--- config.mk ---
export PLATFORM = sky130hd
export DESIGN_NAME = string_escape_encoder_unit
export DESIGN_NICKNAME = d
export VERILOG_FILES = /design/src/hw/rtl/see_pkg.sv /design/src/hw/rtl/see_front.sv /design/src/hw/rtl/see_queue.sv /design/src/hw/rtl/see_back.sv /design/src/hw/rtl/string_escape_encoder_unit.sv
export SDC_FILE = /design/constraint.sdc
export NUM_CORES = 1
export LEC_CHECK = 0
export BUFFER_PORTS_ARGS = -buffer_cell sky130_fd_sc_hd__buf_2
export CAP_MARGIN = 20
export CELL_PAD_IN_SITES_DETAIL_PLACEMENT = 0
export CELL_PAD_IN_SITES_GLOBAL_PLACEMENT = 2
export CORE_ASPECT_RATIO = 2
export CORE_MARGIN = 2
export CORE_UTILIZATION = 41
export CTS_CLUSTER_SIZE = 24
export DETAILED_ROUTE_END_ITERATION = 16
export PLACE_DENSITY = 0.8
export SETUP_SLACK_MARGIN = 0.5
export SYNTH_ARGS = -nofsm -noshare
export SYNTH_HDL_FRONTEND = slang
export SYNTH_SLANG_ARGS = --single-unit
--- constraint.sdc ---
create_clock -name clk -period 6 [get_ports clk]
set_clock_uncertainty 0.15 [all_clocks]
set_input_delay 0.3 -clock clk [delete_from_list [all_inputs] [get_ports clk]]
set_output_delay 0.3 -clock clk [all_outputs]
set_load 0.02 [all_outputs]
--- src/hw/rtl/see_pkg.sv ---
// Shared types, constants and helpers of the string escape encoder.
// No dependencies; used by all encoder modules and the checker.
package see_pkg;

	localparam int CHAR_W  = 21;  // code point width
	localparam int LIMIT_W = 20;  // max_output_length width
	localparam int DATA_W  = 24;  // tdata width, whole bytes

	localparam int COUNT_BITS_DEF  = 20;
	localparam int QUEUE_DEPTH_DEF = 4;

	localparam logic [LIMIT_W-1:0] MAX_LEN_RST  = 20'hFFFFF;
	localparam logic               QUOTE_EN_RST = 1'b1;

	typedef enum logic [1:0] {
		CMD_START = 2'd0,
		CMD_CHAR  = 2'd1,
		CMD_END   = 2'd2
	} cmd_t;

	typedef enum logic [0:0] {
		REG_MAX_LEN  = 1'b0,
		REG_QUOTE_EN = 1'b1
	} reg_idx_t;

	// Characters the encoder recognizes or produces.
	localparam logic [CHAR_W-1:0] CH_BEL    = 21'h00007;
	localparam logic [CHAR_W-1:0] CH_BS     = 21'h00008;
	localparam logic [CHAR_W-1:0] CH_TAB    = 21'h00009;
	localparam logic [CHAR_W-1:0] CH_LF     = 21'h0000A;
	localparam logic [CHAR_W-1:0] CH_VT     = 21'h0000B;
	localparam logic [CHAR_W-1:0] CH_FF     = 21'h0000C;
	localparam logic [CHAR_W-1:0] CH_CR     = 21'h0000D;
	localparam logic [CHAR_W-1:0] CH_SPACE  = 21'h00020;
	localparam logic [CHAR_W-1:0] CH_DQUOTE = 21'h00022;
	localparam logic [CHAR_W-1:0] CH_SQUOTE = 21'h00027;
	localparam logic [CHAR_W-1:0] CH_DOT    = 21'h0002E;
	localparam logic [CHAR_W-1:0] CH_0      = 21'h00030;
	localparam logic [CHAR_W-1:0] CH_9      = 21'h00039;
	localparam logic [CHAR_W-1:0] CH_UA     = 21'h00041;
	localparam logic [CHAR_W-1:0] CH_UF     = 21'h00046;
	localparam logic [CHAR_W-1:0] CH_BSLASH = 21'h0005C;
	localparam logic [CHAR_W-1:0] CH_LA     = 21'h00061;
	localparam logic [CHAR_W-1:0] CH_LB     = 21'h00062;
	localparam logic [CHAR_W-1:0] CH_LF_LTR = 21'h00066;
	localparam logic [CHAR_W-1:0] CH_LN     = 21'h0006E;
	localparam logic [CHAR_W-1:0] CH_LR     = 21'h00072;
	localparam logic [CHAR_W-1:0] CH_LT     = 21'h00074;
	localparam logic [CHAR_W-1:0] CH_LV     = 21'h00076;
	localparam logic [CHAR_W-1:0] CH_LX     = 21'h00078;

	localparam logic [3:0] NIBBLE_MASK = 4'hF;

	// "0123456789ABCDEF": '0' sits in the top byte, so digit d is at index ~d.
	localparam logic [15:0][7:0] HEX_DIGITS = "0123456789ABCDEF";

	// Configuration as seen by the front end.
	typedef struct packed {
		logic [LIMIT_W-1:0] max_len;
		logic               quote_en;
	} cfg_t;

	// One item's worth of output characters, chars[0] goes out first.
	typedef struct packed {
		logic [3:0][CHAR_W-1:0] chars;
		logic [1:0]             last_idx;
	} job_t;

	function automatic logic [CHAR_W-1:0] hex_char(input logic [3:0] d);
		return {{(CHAR_W-8){1'b0}}, HEX_DIGITS[~d]};
	endfunction

	function automatic logic is_hex_digit(input logic [CHAR_W-1:0] c);
		return (c >= CH_0 && c <= CH_9) || (c >= CH_UA && c <= CH_UF) ||
			(c >= CH_LA && c <= CH_LF_LTR);
	endfunction

endpackage

--- src/hw/rtl/see_front.sv ---
// Front end of the escape encoder: takes input beats, classifies them and
// pushes the resulting characters as one job. Depends on see_pkg.
module see_front #(
	parameter int COUNT_BITS = see_pkg::COUNT_BITS_DEF
) (
	input  logic                       clk,
	input  logic                       arst_n,
	input  see_pkg::cfg_t              cfg,
	input  logic                       in_valid,
	output logic                       in_ready,
	input  logic [1:0]                 in_cmd,
	input  logic [see_pkg::CHAR_W-1:0] in_code,
	output logic                       push,
	output see_pkg::job_t              push_job,
	input  logic                       queue_full
);
	import see_pkg::*;

	localparam int CMP_W = (COUNT_BITS > LIMIT_W) ? COUNT_BITS : LIMIT_W;

	logic                  hex_q;
	logic                  trunc_q;
	logic [COUNT_BITS-1:0] count_q;

	logic                  hex_d;
	logic                  trunc_d;
	logic [COUNT_BITS-1:0] base;
	logic [COUNT_BITS:0]   sum;
	logic [COUNT_BITS-1:0] count_d;
	logic [2:0]            n;
	logic                  at_limit;
	logic                  named;
	logic [CHAR_W-1:0]     letter;
	logic                  accept;

	assign in_ready = !queue_full;
	assign accept   = in_valid && !queue_full;
	assign at_limit = CMP_W'(count_q) >= CMP_W'(cfg.max_len);

	// Named escapes
	always_comb begin
		named  = 1'b1;
		letter = in_code;
		case (in_code)
			CH_BEL:    letter = CH_LA;
			CH_BS:     letter = CH_LB;
			CH_FF:     letter = CH_LF_LTR;
			CH_LF:     letter = CH_LN;
			CH_CR:     letter = CH_LR;
			CH_TAB:    letter = CH_LT;
			CH_VT:     letter = CH_LV;
			CH_BSLASH: letter = CH_BSLASH;
			CH_SQUOTE: letter = CH_SQUOTE;
			CH_DQUOTE: letter = CH_DQUOTE;
			default:   named  = 1'b0;
		endcase
	end

	always_comb begin
		n                 = 3'd0;
		push_job.chars    = '0;
		hex_d             = hex_q;
		trunc_d           = trunc_q;
		base              = count_q;
		unique case (cmd_t'(in_cmd))
			CMD_START: begin
				hex_d   = 1'b0;
				trunc_d = 1'b0;
				base    = '0;
				if (cfg.quote_en) begin
					push_job.chars[0] = CH_DQUOTE;
					n                 = 3'd1;
				end
			end
			CMD_CHAR: begin
				if (!trunc_q) begin
					if (at_limit) begin
						trunc_d = 1'b1;
						if (cfg.quote_en) begin
							push_job.chars = {CH_DOT, CH_DOT, CH_DOT, CH_SPACE};
							n              = 3'd4;
						end
					end else if (named) begin
						push_job.chars[0] = CH_BSLASH;
						push_job.chars[1] = letter;
						n                 = 3'd2;
						hex_d             = 1'b0;
					end else if ((hex_q && is_hex_digit(in_code)) || in_code < CH_SPACE) begin
						push_job.chars[0] = CH_BSLASH;
						push_job.chars[1] = CH_LX;
						push_job.chars[2] = hex_char(in_code[7:4]);
						push_job.chars[3] = hex_char(in_code[3:0] & NIBBLE_MASK);
						n                 = 3'd4;
						hex_d             = 1'b1;
					end else begin
						push_job.chars[0] = in_code;
						n                 = 3'd1;
						hex_d             = 1'b0;
					end
				end
			end
			CMD_END: begin
				if (!trunc_q && cfg.quote_en) begin
					push_job.chars[0] = CH_DQUOTE;
					n                 = 3'd1;
				end
			end
			default: ;  // unused command: no output, no state change
		endcase
		push_job.last_idx = 2'(n - 3'd1);
	end

	assign push = accept && (n != 3'd0);

	// Output count saturates at all ones.
	assign sum     = {1'b0, base} + (COUNT_BITS+1)'(n);
	assign count_d = sum[COUNT_BITS] ? '1 : sum[COUNT_BITS-1:0];

	always_ff @(posedge clk or negedge arst_n) begin
		if (!arst_n) begin
			hex_q   <= 1'b0;
			trunc_q <= 1'b0;
			count_q <= '0;
		end else if (accept) begin
			hex_q   <= hex_d;
			trunc_q <= trunc_d;
			count_q <= count_d;
		end
	end

endmodule

--- src/hw/rtl/see_queue.sv ---
// Short job queue between the encoder front and back ends.
// Depends on see_pkg for the job type.
module see_queue #(
	parameter int DEPTH = see_pkg::QUEUE_DEPTH_DEF
) (
	input  logic          clk,
	input  logic          arst_n,
	input  logic          push,
	input  see_pkg::job_t push_job,
	output logic          full,
	input  logic          pop,
	output see_pkg::job_t pop_job,
	output logic          empty
);
	import see_pkg::*;

	localparam int PTR_W = (DEPTH > 1) ? $clog2(DEPTH) : 1;
	localparam int CNT_W = $clog2(DEPTH + 1);

	job_t             mem_q [DEPTH];
	logic [PTR_W-1:0] wr_ptr_q;
	logic [PTR_W-1:0] rd_ptr_q;
	logic [CNT_W-1:0] cnt_q;

	assign full    = (cnt_q == CNT_W'(DEPTH));
	assign empty   = (cnt_q == '0);
	assign pop_job = mem_q[rd_ptr_q];

	always_ff @(posedge clk) begin
		if (push) begin
			mem_q[wr_ptr_q] <= push_job;
		end
	end

	always_ff @(posedge clk or negedge arst_n) begin
		if (!arst_n) begin
			wr_ptr_q <= '0;
			rd_ptr_q <= '0;
			cnt_q    <= '0;
		end else begin
			if (push) begin
				wr_ptr_q <= (wr_ptr_q == PTR_W'(DEPTH - 1)) ? '0 : wr_ptr_q + 1'b1;
			end
			if (pop) begin
				rd_ptr_q <= (rd_ptr_q == PTR_W'(DEPTH - 1)) ? '0 : rd_ptr_q + 1'b1;
			end
			if (push && !pop) begin
				cnt_q <= cnt_q + 1'b1;
			end else if (pop && !push) begin
				cnt_q <= cnt_q - 1'b1;
			end
		end
	end

endmodule

--- src/hw/rtl/see_back.sv ---
// Back end of the escape encoder: walks one job a character per beat into
// the output register. Depends on see_pkg.
module see_back (
	input  logic                       clk,
	input  logic                       arst_n,
	input  see_pkg::job_t              pop_job,
	input  logic                       empty,
	output logic                       pop,
	output logic                       out_valid,
	input  logic                       out_ready,
	output logic [see_pkg::CHAR_W-1:0] out_char,
	output logic                       out_last
);
	import see_pkg::*;

	job_t              job_q;
	logic              job_vld_q;
	logic [1:0]        idx_q;
	logic              out_vld_q;
	logic [CHAR_W-1:0] char_q;
	logic              last_q;

	logic load;
	logic job_done;

	assign load     = job_vld_q && (!out_vld_q || out_ready);
	assign job_done = load && (idx_q == job_q.last_idx);
	assign pop      = !empty && (!job_vld_q || job_done);

	always_ff @(posedge clk or negedge arst_n) begin
		if (!arst_n) begin
			job_vld_q <= 1'b0;
			idx_q     <= '0;
			out_vld_q <= 1'b0;
		end else begin
			if (pop) begin
				job_vld_q <= 1'b1;
				idx_q     <= '0;
			end else if (job_done) begin
				job_vld_q <= 1'b0;
			end else if (load) begin
				idx_q <= idx_q + 1'b1;
			end
			if (load) begin
				out_vld_q <= 1'b1;
			end else if (out_ready) begin
				out_vld_q <= 1'b0;
			end
		end
	end

	always_ff @(posedge clk) begin
		if (pop) begin
			job_q <= pop_job;
		end
		if (load) begin
			char_q <= job_q.chars[idx_q];
			last_q <= job_done;
		end
	end

	assign out_valid = out_vld_q;
	assign out_char  = char_q;
	assign out_last  = last_q;

endmodule

--- src/hw/rtl/string_escape_encoder_unit.sv ---
// Top level of the string escape encoder: config registers, front end,
// job queue and back end. Depends on see_pkg, see_front, see_queue, see_back.
//
// Usage:
//  - Input stream (s_*): one beat per command. s_tuser carries the command
//    (start, character, end); s_tdata carries the code point.
//  - Output stream (m_*): one escaped character per beat; m_tlast marks the
//    final character produced by one input beat. Input beats that produce
//    nothing (dropped characters, unused command) give no output beat.
//  - Config (cfg_*): index 0 writes max_output_length, index 1 writes
//    quote_enable. Always ready; write only while the stream is idle.
//  - Path: an accepted input beat reaches the output through the queue
//    write, then the job load, then the output register.
//  - Throughput: the output side moves one character per cycle while m_tready
//    is high; an item yields 1 to 4 characters, and the front end takes one
//    item per cycle while the job queue has room.
//  - Reset (arst_n low): queue and output empty, string state cleared,
//    max_output_length = all ones, quote_enable = 1.
//  - Output stall: the front end keeps accepting until the job queue fills,
//    then drops s_tready; the held output beat stays stable.
module string_escape_encoder_unit #(
	parameter int COUNT_BITS  = see_pkg::COUNT_BITS_DEF,
	parameter int QUEUE_DEPTH = see_pkg::QUEUE_DEPTH_DEF
) (
	input  logic                        clk,
	input  logic                        arst_n,
	// config write channel
	input  logic                        cfg_valid,
	output logic                        cfg_ready,
	input  logic [0:0]                  cfg_index,
	input  logic [see_pkg::LIMIT_W-1:0] cfg_data,
	// input stream
	input  logic                        s_tvalid,
	output logic                        s_tready,
	input  logic [see_pkg::DATA_W-1:0]  s_tdata,   // [20:0] code_point, [23:21] zero
	input  logic [1:0]                  s_tuser,   // [1:0] cmd
	// output stream
	output logic                        m_tvalid,
	input  logic                        m_tready,
	output logic [see_pkg::DATA_W-1:0]  m_tdata,   // [20:0] out_char, [23:21] zero
	output logic                        m_tlast    // last_in_run
);
	import see_pkg::*;

	cfg_t              cfg_q;
	logic              push;
	job_t              push_job;
	logic              queue_full;
	logic              pop;
	job_t              pop_job;
	logic              queue_empty;
	logic [CHAR_W-1:0] out_char;

	// Config registers; the port never stalls.
	assign cfg_ready = 1'b1;

	always_ff @(posedge clk or negedge arst_n) begin
		if (!arst_n) begin
			cfg_q.max_len  <= MAX_LEN_RST;
			cfg_q.quote_en <= QUOTE_EN_RST;
		end else if (cfg_valid) begin
			unique case (reg_idx_t'(cfg_index))
				REG_MAX_LEN:  cfg_q.max_len  <= cfg_data;
				REG_QUOTE_EN: cfg_q.quote_en <= cfg_data[0];
				default: ;
			endcase
		end
	end

	// Front end: classification and string state
	see_front #(
		.COUNT_BITS(COUNT_BITS)
	) u_front (
		.clk       (clk),
		.arst_n    (arst_n),
		.cfg       (cfg_q),
		.in_valid  (s_tvalid),
		.in_ready  (s_tready),
		.in_cmd    (s_tuser),
		.in_code   (s_tdata[CHAR_W-1:0]),
		.push      (push),
		.push_job  (push_job),
		.queue_full(queue_full)
	);

	// Decouples classification from output serialization
	see_queue #(
		.DEPTH(QUEUE_DEPTH)
	) u_queue (
		.clk     (clk),
		.arst_n  (arst_n),
		.push    (push),
		.push_job(push_job),
		.full    (queue_full),
		.pop     (pop),
		.pop_job (pop_job),
		.empty   (queue_empty)
	);

	// Back end: one character per beat
	see_back u_back (
		.clk      (clk),
		.arst_n   (arst_n),
		.pop_job  (pop_job),
		.empty    (queue_empty),
		.pop      (pop),
		.out_valid(m_tvalid),
		.out_ready(m_tready),
		.out_char (out_char),
		.out_last (m_tlast)
	);

	assign m_tdata = {{(DATA_W-CHAR_W){1'b0}}, out_char};

endmodule

==> impl_metrics.env <==
export IMPL_outcome="complete, no violations"
export IMPL_yosysMostFrequentCell="edfxtp_1"
export IMPL_synth_common_cells="312 x edfxtp_1, 65 x mux4_2, 61 x nand2_1"
export IMPL_period_share_pct=86.9
export IMPL_drt_iter0_markers=415
export IMPL_synth_largest_area_cell="edfxtp_1"
export IMPL_die_area_um2=39500
export IMPL_synth_cells=958
export IMPL_powerDensity_nw_per_um2=414
export IMPL_fp_coreArea_um2=37300
export IMPL_worstPathArrival_ns=5.47
export IMPL_grt_setup_unrepaired="no"
export IMPL_grt_overflow_total=0
export IMPL_startpoint_type="flop"
export IMPL_n_antenna_cell=0
export IMPL_relSlewSlack_pct=29.9
export IMPL_dr_pass1_iters=4
export IMPL_clkLatencyLatePin_ns=0.58
export IMPL_synth_seq_cells=366
export IMPL_syn_to_final_growth_pct=16.8
export IMPL_period_needed_ns=5.21
export IMPL_synth_ff_type="edfxtp_1"
export IMPL_multi_input_area_um2=4630
export IMPL_clock_sinks=366
export IMPL_fmax_ghz=0.192
export IMPL_syn_area_per_cell_um2=16.2
export IMPL_postRouteWirelength_um=32200
export IMPL_finalPower_uw=7500
export IMPL_yosysSeqAreaShare_pct=69.3
export IMPL_vias=8435
export IMPL_cp_max_fo=16
export IMPL_drv_slew=0
export IMPL_finalHoldViolations=0
export IMPL_clk_pin_slew_worst_paths_ns=0.07
export IMPL_p_leak_uw=0.00653
export IMPL_grt_max_degree=59
export IMPL_dpl_hpwl_um=21700
export IMPL_num_io_pins=80
export IMPL_die_w_um=142
export IMPL_vias_per_cell=5.19
export IMPL_portBuffers=72
export IMPL_antenna_left=0
export IMPL_post_route_cells_drive_above_1_share_pct=23.4
export IMPL_postCtsResizedCells=0
export IMPL_ys_types=77
export IMPL_fillers=3173
export IMPL_grt_pass1_vias=9079
export IMPL_critPathCaptureType="flop"
export IMPL_dieHeight_um=279
export IMPL_yosysWarnings=0
export IMPL_clock_root_buffer="clkbuf_16"
export IMPL_worst_pin_slew_ns=1.04
export IMPL_setup_viol=0
export IMPL_peakVddDrop_v=0.000241
export IMPL_drcViolationCount=0
export IMPL_max_cap_viol_count=0
export IMPL_grt_pass1_wl_um=50900
export IMPL_grt_antenna_before_repair=1
export IMPL_cts_buffers=31
export IMPL_cts_tree="built"
export IMPL_initial_core_util_pct=41.6
export IMPL_setup_tns_ns=0
export IMPL_place_congestion=0.784
export IMPL_synth_edf_count=312
export IMPL_wl_per_cell_um=19.8
export IMPL_track_usage_pct=16.9
export IMPL_syn_area_um2=15500
export IMPL_htree_levels=1
export IMPL_required_ns=6.26
export IMPL_fin_nets=1234
export IMPL_synthArstFlopShare_pct=14.8
export IMPL_synth_top_cell_area_share_pct=60.4
export IMPL_rows=100
export IMPL_hp_class="in -> reg"
export IMPL_path_class="reg -> reg"
export IMPL_synth_area_top_cells="edfxtp_1 60%, mux4_2 9.4%, dfrtp_1 5.3%"
export IMPL_seqCellArea_um2=10800
export IMPL_cts_buffer_depth=3
power by group:
group | leakage (µW) | switching (µW) | internal (µW)
combinational | 0.00254 | 1020 | 798
sequential | 0.00350 | 248 | 3400
clock | 0.000497 | 889 | 1150
critical path, stage by stage (launching register included):
cell and delay [ns]:
dfstp_2 0.52, inv_1 0.07, ha_1 0.31, nand4_1 0.16, nor4_1 0.42, a32oi_1 0.18
o211a_1 0.19, nor2_1 0.11, buf_4 0.17, nor3_4 0.07, or2_2 0.31, ha_1 0.24
fa_1 0.41, a21oi_1 0.41, nor4_4 0.15, nand3_2 0.14, o31a_1 0.63, o21ai_1 0.14
a21oi_1 0.19, a21oi_1 0.06
layer usage:
metal,vias up,part of all wire [%],wire [µm],GRT usage (%)
met5,-,0.040,13,0
met4,2,5.2,1690,8.31
met2,162,57,18400,33.0
met1,4224,34,11100,17.4
met3,70,3.3,1070,2.11
li1,3977,-,-,-
state kept, by name (all words and copies together) (netlist names):
signal / cells
u_front.count_q: 20
u_back.out_valid: 1
u_queue.rd_ptr_q: 2
u_back.job_q: 58
u_front.hex_q: 1
u_back.job_vld_q: 1
u_queue.wr_ptr_q: 2
cfg_q: 21
u_back.out_last: 1
u_back.idx_q: 2
u_queue.mem_q: 232
u_front.trunc_q: 1
u_back.out_char: 21
u_queue.cnt_q: 3
through the flow:
step           hold slack, ns  worst slack [ns]  cells  util, %  area (µm²)
2_1_floorplan          -0.146             0.121   1020        -       15700
3_3_place_gp            0.326             0.536   1531     44.9       16700
3_5_place_dp            0.332             0.483   1531     44.9       16700
4_1_cts               0.00485             0.519   1621     48.5       18100
5_1_grt                0.0234             0.529   1624     48.6       18100
6_report               0.0244             0.789   1624     48.6       18100
timing repair:
item | in CTS | in global routing
hold buffers | 32 | 0
setup buffers | 0 | 3
setup endpoints to repair | 0 | 103
endpoints found under the hold margin | 88 | 0
cell families (layout without fill, tap and decap cells):
family | after synthesis | in the layout | synth area share [%]
other | 2 | 64 | 0.0484
adders and majority gates | 42 | 42 | 3.49
and+or+nand+nor | 206 | 206 | 6.76
muxes | 86 | 86 | 10.9
xor gates and xnor gates | 6 | 6 | 0.339
buffers and inverters | 95 | 240 | 2.57
AOI/OAI and AO/OA | 155 | 155 | 6.61
DFF | 366 | 366 | 69.3
layout make-up:
type / instances / area share, %
tap: 459 / 3.17
multi-input combinational: 559 / 25.6
sequential: 366 / 59.4
clock inverter: 17 / 1.15
inverter: 49 / 1.02
timing repair buffer: 133 / 5.17
clock buffer: 41 / 4.55
worst paths after layout:
check	from	slack (ns)	to	cells past startpoint
worst min register to register	u_back.job_vld_q	0.34	u_back.out_valid	1
worst max-delay path	cfg_q[14]	0.79	u_front.count_q[10]	19
max in group asynchronous	arst_n	4.86	u_queue.rd_ptr_q[0]	3
worst max register to register	cfg_q[14]	0.79	u_front.count_q[10]	19
min in group asynchronous	arst_n	0.27	u_queue.wr_ptr_q[1]	3
worst min-delay path	s_tuser[1]	0.02	u_front.hex_q	3
cells in the final DEF (no fill, tap or decap), drive strengths merged, types with 18 or more instances in the layout:
cell type    count
dlygate4sd3     32
dfstp           21
buf            101
edfxtp         312
nand2           61
inv             52
a21oi           46
dfrtp           33
ha              40
nand3           18
conb            64
mux4            65
clkbuf          41
o21ai           45
nor2            57
Note: power is estimated with default switching activity, not from simulation.
